===== src/hw/rtl/tsct_pkg.sv =====
// Constants, widths and types for the sine/cosine/tangent core.
package tsct_pkg;

   localparam int FRAC_BITS = 16;

   // pi scaled by 2^60
   localparam logic [63:0] PI_2_60 = 64'h3243F6A8885A308D;
   localparam logic [63:0] PI_Q64 =
      (PI_2_60 + (64'd1 << (59 - FRAC_BITS))) >> (60 - FRAC_BITS);
   localparam logic [63:0] HALF_PI_Q64 =
      (PI_2_60 + (64'd1 << (60 - FRAC_BITS))) >> (61 - FRAC_BITS);
   localparam logic [63:0] TWO_PI_Q64 = 64'd2 * PI_Q64;

   // angle constants
   localparam int TW = FRAC_BITS + 3;
   localparam logic [TW-1:0] PI_Q      = TW'(PI_Q64);
   localparam logic [TW-1:0] HALF_PI_Q = TW'(HALF_PI_Q64);
   localparam logic [TW-1:0] TWO_PI_Q  = TW'(TWO_PI_Q64);

   // range reduction by reciprocal multiply
   localparam int XW  = 34;
   localparam int RS  = XW + 2;
   localparam int RW  = RS - FRAC_BITS;
   localparam logic [63:0] RECIP64 = ((64'd1 << RS) + TWO_PI_Q64 / 2) / TWO_PI_Q64;
   localparam logic [RW-1:0] RECIP = RW'(RECIP64);
   localparam int PRW = XW + RW + 1;
   localparam int QW  = PRW - RS;
   localparam int QTW = QW + TW + 1;

   // series widths
   localparam int MW  = FRAC_BITS + 1;
   localparam int U2W = FRAC_BITS + 2;
   localparam int U4W = FRAC_BITS + 3;
   localparam int U6W = FRAC_BITS + 4;
   localparam logic [63:0] ROUND64 = 64'd1 << (FRAC_BITS - 1);

   // exact constant division by 24 and 720
   localparam int DK     = FRAC_BITS + 16;
   localparam int R24W   = DK - 4;
   localparam int R720W  = DK - 9;
   localparam logic [R24W-1:0]  R24  = R24W'(((64'd1 << DK) + 64'd23) / 64'd24);
   localparam logic [R720W-1:0] R720 = R720W'(((64'd1 << DK) + 64'd719) / 64'd720);
   localparam int Y24W  = U4W + 1;
   localparam int Y720W = U6W + 1;
   localparam int P24W  = Y24W + R24W;
   localparam int P720W = Y720W + R720W;

   // series result, divider
   localparam int SW = FRAC_BITS + 3;
   localparam int DW = FRAC_BITS + 1;
   localparam int NW = 2 * FRAC_BITS + 2;
   localparam int LANE_DEPTH = 9;

   localparam logic [63:0] VAL_MAX64 = 64'h0000_0000_7FFF_FFFF;
   localparam logic [63:0] VAL_NEG64 = 64'h0000_0000_8000_0000;

   typedef enum logic [1:0] {
      CMD_SINE    = 2'd0,
      CMD_COSINE  = 2'd1,
      CMD_TANGENT = 2'd2
   } cmd_type;

   typedef struct packed {
      cmd_type                cmd;
      logic signed [SW-1:0]   sin;
      logic signed [SW-1:0]   cos;
   } tag_type;

endpackage


===== src/hw/rtl/tsct_sine_lane.sv =====
// Nine-stage sine lane: range reduction, fold and Taylor series.
module tsct_sine_lane (
   input  logic                                clock,
   input  logic                                advance,
   input  logic signed [tsct_pkg::XW-1:0]      angle_x,
   output logic signed [tsct_pkg::SW-1:0]      sine_value
);
   import tsct_pkg::*;

   logic signed [XW-1:0]    x1_ff, x2_ff;
   logic signed [PRW-1:0]   prod1_ff, prod_in;
   logic signed [QTW-1:0]   qt2_ff, qt_in;
   logic signed [QW-1:0]    q1;
   logic signed [QTW-1:0]   diff;
   logic signed [TW+1:0]    r_raw, r_adj;
   logic [TW-1:0]           r3_ff;
   logic [TW-1:0]           fold_r;
   logic                    fold_neg;
   logic signed [TW:0]      u_val;
   logic [MW-1:0]           m4_ff, m_in;
   logic                    neg4_ff, neg5_ff, neg6_ff, neg7_ff, neg8_ff;
   logic [U2W-1:0]          u2_5_ff, u2_6_ff, u2_in;
   logic [U4W-1:0]          u4_6_ff, u4_in;
   logic [U2W-1:0]          a2_6_ff, a2_7_ff, a2_8_ff, a2_in;
   logic [U6W-1:0]          u6_7_ff, u6_in;
   logic [P24W-1:0]         p24_7_ff, p24_in;
   logic [P720W-1:0]        p720_8_ff, p720_in;
   logic [U4W-1:0]          a24_8_ff, a24_in;
   logic signed [SW:0]      poly;
   logic signed [SW-1:0]    s9_ff, s_in;

   always_comb begin
      prod_in = $signed(PRW'(angle_x)) * $signed(PRW'({1'b0, RECIP}));
      q1      = $signed(prod1_ff[PRW-1:RS]);
      qt_in   = $signed(QTW'(q1)) * $signed(QTW'({1'b0, TWO_PI_Q}));
      diff    = $signed(QTW'(x2_ff)) - qt2_ff;
      r_raw   = $signed(diff[TW+1:0]);
      // estimate is off by at most one period either way
      if (r_raw < 0) begin
         r_adj = r_raw + $signed({2'b00, TWO_PI_Q});
      end else if (r_raw >= $signed({2'b00, TWO_PI_Q})) begin
         r_adj = r_raw - $signed({2'b00, TWO_PI_Q});
      end else begin
         r_adj = r_raw;
      end
      // fold upper half circle
      if (r3_ff >= PI_Q) begin
         fold_r   = r3_ff - PI_Q;
         fold_neg = 1'b1;
      end else begin
         fold_r   = r3_ff;
         fold_neg = 1'b0;
      end
      u_val = $signed({1'b0, fold_r}) - $signed({1'b0, HALF_PI_Q});
      m_in  = (u_val < 0) ? MW'(-u_val) : MW'(u_val);
      u2_in = U2W'(((2*MW)'(m4_ff) * (2*MW)'(m4_ff) + (2*MW)'(ROUND64)) >> FRAC_BITS);
      u4_in = U4W'(((2*U2W)'(u2_5_ff) * (2*U2W)'(u2_5_ff) + (2*U2W)'(ROUND64))
                   >> FRAC_BITS);
      a2_in = U2W'(((U2W+1)'(u2_5_ff) + (U2W+1)'(1)) >> 1);
      u6_in = U6W'((((U4W+U2W)'(u4_6_ff) * (U4W+U2W)'(u2_6_ff))
                    + (U4W+U2W)'(ROUND64)) >> FRAC_BITS);
      p24_in  = (P24W'(u4_6_ff) + P24W'(12)) * P24W'(R24);
      p720_in = (P720W'(u6_7_ff) + P720W'(360)) * P720W'(R720);
      a24_in  = U4W'(p24_7_ff >> DK);
      poly = $signed((SW+1)'(64'd1 << FRAC_BITS))
           - $signed((SW+1)'(a2_8_ff))
           + $signed((SW+1)'(a24_8_ff))
           - $signed((SW+1)'(p720_8_ff >> DK));
      s_in = neg8_ff ? SW'(-poly) : SW'(poly);
   end

   always_ff @(posedge clock) begin
      if (advance) begin
         x1_ff     <= angle_x;
         prod1_ff  <= prod_in;
         x2_ff     <= x1_ff;
         qt2_ff    <= qt_in;
         r3_ff     <= r_adj[TW-1:0];
         m4_ff     <= m_in;
         neg4_ff   <= fold_neg;
         u2_5_ff   <= u2_in;
         neg5_ff   <= neg4_ff;
         u2_6_ff   <= u2_5_ff;
         u4_6_ff   <= u4_in;
         a2_6_ff   <= a2_in;
         neg6_ff   <= neg5_ff;
         u6_7_ff   <= u6_in;
         p24_7_ff  <= p24_in;
         a2_7_ff   <= a2_6_ff;
         neg7_ff   <= neg6_ff;
         p720_8_ff <= p720_in;
         a24_8_ff  <= a24_in;
         a2_8_ff   <= a2_7_ff;
         neg8_ff   <= neg7_ff;
         s9_ff     <= s_in;
      end
   end

   assign sine_value = s9_ff;

endmodule


===== config.mk =====
export PLATFORM = sky130hd
export DESIGN_NAME = tsct_sine_lane
export DESIGN_NICKNAME = d
export VERILOG_FILES = /design/src/hw/rtl/tsct_pkg.sv /design/src/hw/rtl/tsct_sine_lane.sv
export SDC_FILE = /design/constraint.sdc
export NUM_CORES = 2
export LEC_CHECK = 0
export ABC_AREA = 1
export BUFFER_PORTS_ARGS = -buffer_cell sky130_fd_sc_hd__buf_4
export CORE_MARGIN = 8
export CORE_UTILIZATION = 36
export CTS_BUF_LIST = sky130_fd_sc_hd__clkbuf_16
export CTS_CLUSTER_SIZE = 24
export DETAILED_ROUTE_END_ITERATION = 8
export GPL_TIMING_DRIVEN = 0
export PLACE_DENSITY = 0.54
export SYNTH_ARGS = -nofsm -noshare
export SYNTH_HDL_FRONTEND = slang
export SYNTH_SLANG_ARGS = --single-unit

===== constraint.sdc =====
create_clock -name clock -period 8.3 [get_ports clock]
set_input_delay 1.245 -clock clock [delete_from_list [all_inputs] [get_ports clock]]
set_output_delay 1.245 -clock clock [all_outputs]
set_load 0.01 [all_outputs]

==> impl_metrics.tcl <==
set metrics [dict create \
    outcome "finished clean" \
    slew_violations 0 \
    endpoint_kind "flip-flop" \
    critPathRequiredTime_ns 8.63 \
    pin_count 55 \
    cpLargestDelayFamily "adder cells" \
    cts_made_buffers 40 \
    slowest_stage "fa_2" \
    die_w_um 464.9 \
    gp_congestion 0.9093 \
    initial_core_util 0.3627 \
    rsz0062_at_grt "yes" \
    max_cap_violations 0 \
    yosysUniqueCellTypes 60 \
    synthCells 8323 \
    hold_viol 0 \
    slowest_delay_ns 0.59 \
    row_count 164 \
    hpwl_mm 159.8 \
    core-area_sq_um 200100 \
    grt_usage 0.1710 \
    grt_pass1_vias 55640 \
    die_area_sq_um 216200 \
    cts_tree "done" \
    cts.sinks 312 \
    die_y_um 464.9 \
    min_period_over_period 0.9509 \
    fmax_ghz 0.1267 \
    critPathMaxFanout 5 \
    clkLatencyLatePin_ns 0.62 \
    ant_nets 0 \
    dpl_cell_area_sq_um 76380 \
    grt_pass1_wl_mm 298.3 \
    cp_data_arrival_time_ns 8.22 \
    holdCritPathClass "reg -> reg" \
    syn2layout_area_growth_pct 7.337 \
    mostFrequentLayoutCells "2545 x inv_1, 1317 x nand2_1, 1240 x fa_1" \
    grt_max_degree 126 \
    post_drt_wl_per_cell_um 16.47 \
    cts_max_level 2 \
    worst_slew_pin_slew_ns 1.185 \
    io_buffers 54 \
    synth_area_sq_um 72560 \
    hold_ws_ns 0.4121 \
    synthArstFlopShare 0 \
    synth_edf_count 312 \
    synth_area_per_cell_sq_um 8.718 \
    stdcell_area_sq_um 77880 \
    critical_path.startpoint_type "flip-flop" \
    drc 0 \
    critPathKind "reg -> reg" \
    drtPass1Iterations 6 \
    synth_fp_nets 10630 \
    synthFlopType "edfxtp_1" \
    antenna_found_initial 4 \
    overflow 0 \
    viasPerCell 4.665 \
    fill_cells 20300 \
    critPathBufInv 7 \
    clk_pin_slew_ns 0.06 \
    crit_top_cell "inv_1" \
    num_vias 51870 \
    yosysSeqAreaShare 0.1291 \
    slew-limit-headroom 0.2100 \
    setup_viol 0 \
    min_period_ns 7.892 \
    clockRootBuffer "clkbuf_16" \
    num-nets-final 10740 \
    drt-initial-drc-count 2931 \
    routed_wl_mm 183.1 \
    synth.ff_latch_count 312 \
    clock_path_buffers 3 \
    drive_above_1_share 0.02990 \
    final_common_cell "inv_1" \
    finalClockSkew_ns 0.04218 \
    ctsHoldBuffers 0 \
    yosys_warnings 0 \
]
## through the flow
stage	util	instances	setup TNS (ns)	setup WS, ns
4_1_cts	0.3885	11110	0	0.07079
6_report	0.3893	11120	0	0.4076
2_1_floorplan	-	8323	0	1.088
3_5_place_dp	0.3818	11040	-4.199	-0.6230
5_1_grt	0.3893	11120	-0.05749	-0.02503
3_3_place_gp	0.3813	11030	-3.321	-0.5886
## worst reg2reg max path, delay by kind of cell (launching register included)
| kind | cells | cell delay, ns |
|---|---|---|
| AO/OA/AOI/OAI | 2 | 0.34 |
| XOR/XNOR | 1 | 0.11 |
| adder cells (fa/ha/maj) | 8 | 3.90 |
| buffers and inverters | 7 | 0.81 |
| flip-flops | 1 | 0.53 |
| AND/OR/NAND/NOR | 11 | 1.93 |
## synth_stat cells (all sizes together), types with 6 or more instances
cell | count | share of area
a211oi | 11 | 0.0011
a21boi | 13 | 0.0013
a21o | 21 | 0.0022
a21oi | 344 | 0.024
a221oi | 7 | 0.00084
a31oi | 25 | 0.0022
buf | 32 | 0.0024
clkbuf | 127 | 0.0066
edfxtp | 312 | 0.13
fa | 1245 | 0.34
ha | 1030 | 0.18
inv | 2547 | 0.13
nand2 | 1351 | 0.072
nand3 | 175 | 0.013
nand3b | 8 | 0.00083
nand4 | 48 | 0.0041
nor2 | 331 | 0.018
nor3 | 51 | 0.0035
nor4 | 20 | 0.0017
o2111ai | 6 | 0.00072
o211ai | 18 | 0.0019
o21a | 28 | 0.0029
o21ai | 195 | 0.014
o21bai | 12 | 0.0012
o221ai | 7 | 0.00084
o31ai | 18 | 0.0019
or2 | 11 | 0.00095
xnor2 | 99 | 0.012
xor2 | 208 | 0.025
## worst paths after layout
check | start | end | slack (ns) | depth (start not counted)
setup / recovery | u4_6_ff[4]$_DFFE_PP_ | p24_7_ff[45]$_DFFE_PP_ | 0.41 | 29
hold / removal | a2_7_ff[14]$_DFFE_PP_ | a2_8_ff[14]$_DFFE_PP_ | 0.41 | 0
setup reg to reg | u4_6_ff[4]$_DFFE_PP_ | p24_7_ff[45]$_DFFE_PP_ | 0.41 | 29
hold reg to reg | a2_7_ff[14]$_DFFE_PP_ | a2_8_ff[14]$_DFFE_PP_ | 0.41 | 0
## registers in the layout, summed over array words and instances (netlist names), 19 cells and up
signal	cells
qt2_ff	20
x1_ff	21
sine_value	19
u4_6_ff	19
x2_ff	21
r3_ff	19
u6_7_ff	20
## repair_timing
item | in CTS | in global routing
setup buffers | 2 | 7
resized for setup | 7 | 23
setup endpoints to repair | 14 | 16
pin swaps | 1 | 5
## per-layer routing
metal / track usage / share of wire / up-vias
li1: - / - / 25230
met1: 0.2275 / 0.46 / 25500
met2: 0.3015 / 0.48 / 919
met3: 0.01754 / 0.037 / 213
met4: 0.03752 / 0.024 / 4
met5: 0 / 0.00015 / -
## kinds of logic after synthesis
| kind of cell | count (synthesis) | share of synthesized area |
|---|---|---|
| and+or+nand+nor | 2005 | 0.1152 |
| buffers and inverters | 2707 | 0.1408 |
| adders and majority gates | 2276 | 0.5213 |
| DFF | 312 | 0.1291 |
| AOI/OAI and AO/OA | 714 | 0.05596 |
| muxes | 2 | 0.0003104 |
| xor gates and xnor gates | 307 | 0.03732 |
## area by class of cell
cell class                 count  area, sq um  area share
antenna                        2        5.005  0.00006426
timing repair buffer          66        563.0    0.007230
sequential                   312         9369      0.1203
inverter                    2548         9564      0.1228
multi-input combinational   5304        53090      0.6817
tap                         2656         3323     0.04267
buffer                       159        654.4    0.008402
clock inverter                31        281.5    0.003615
clock buffer                  41         1026     0.01317
Power is not shown: default switching activity piles up to over one toggle a cycle in this logic, so the estimate is an artifact.
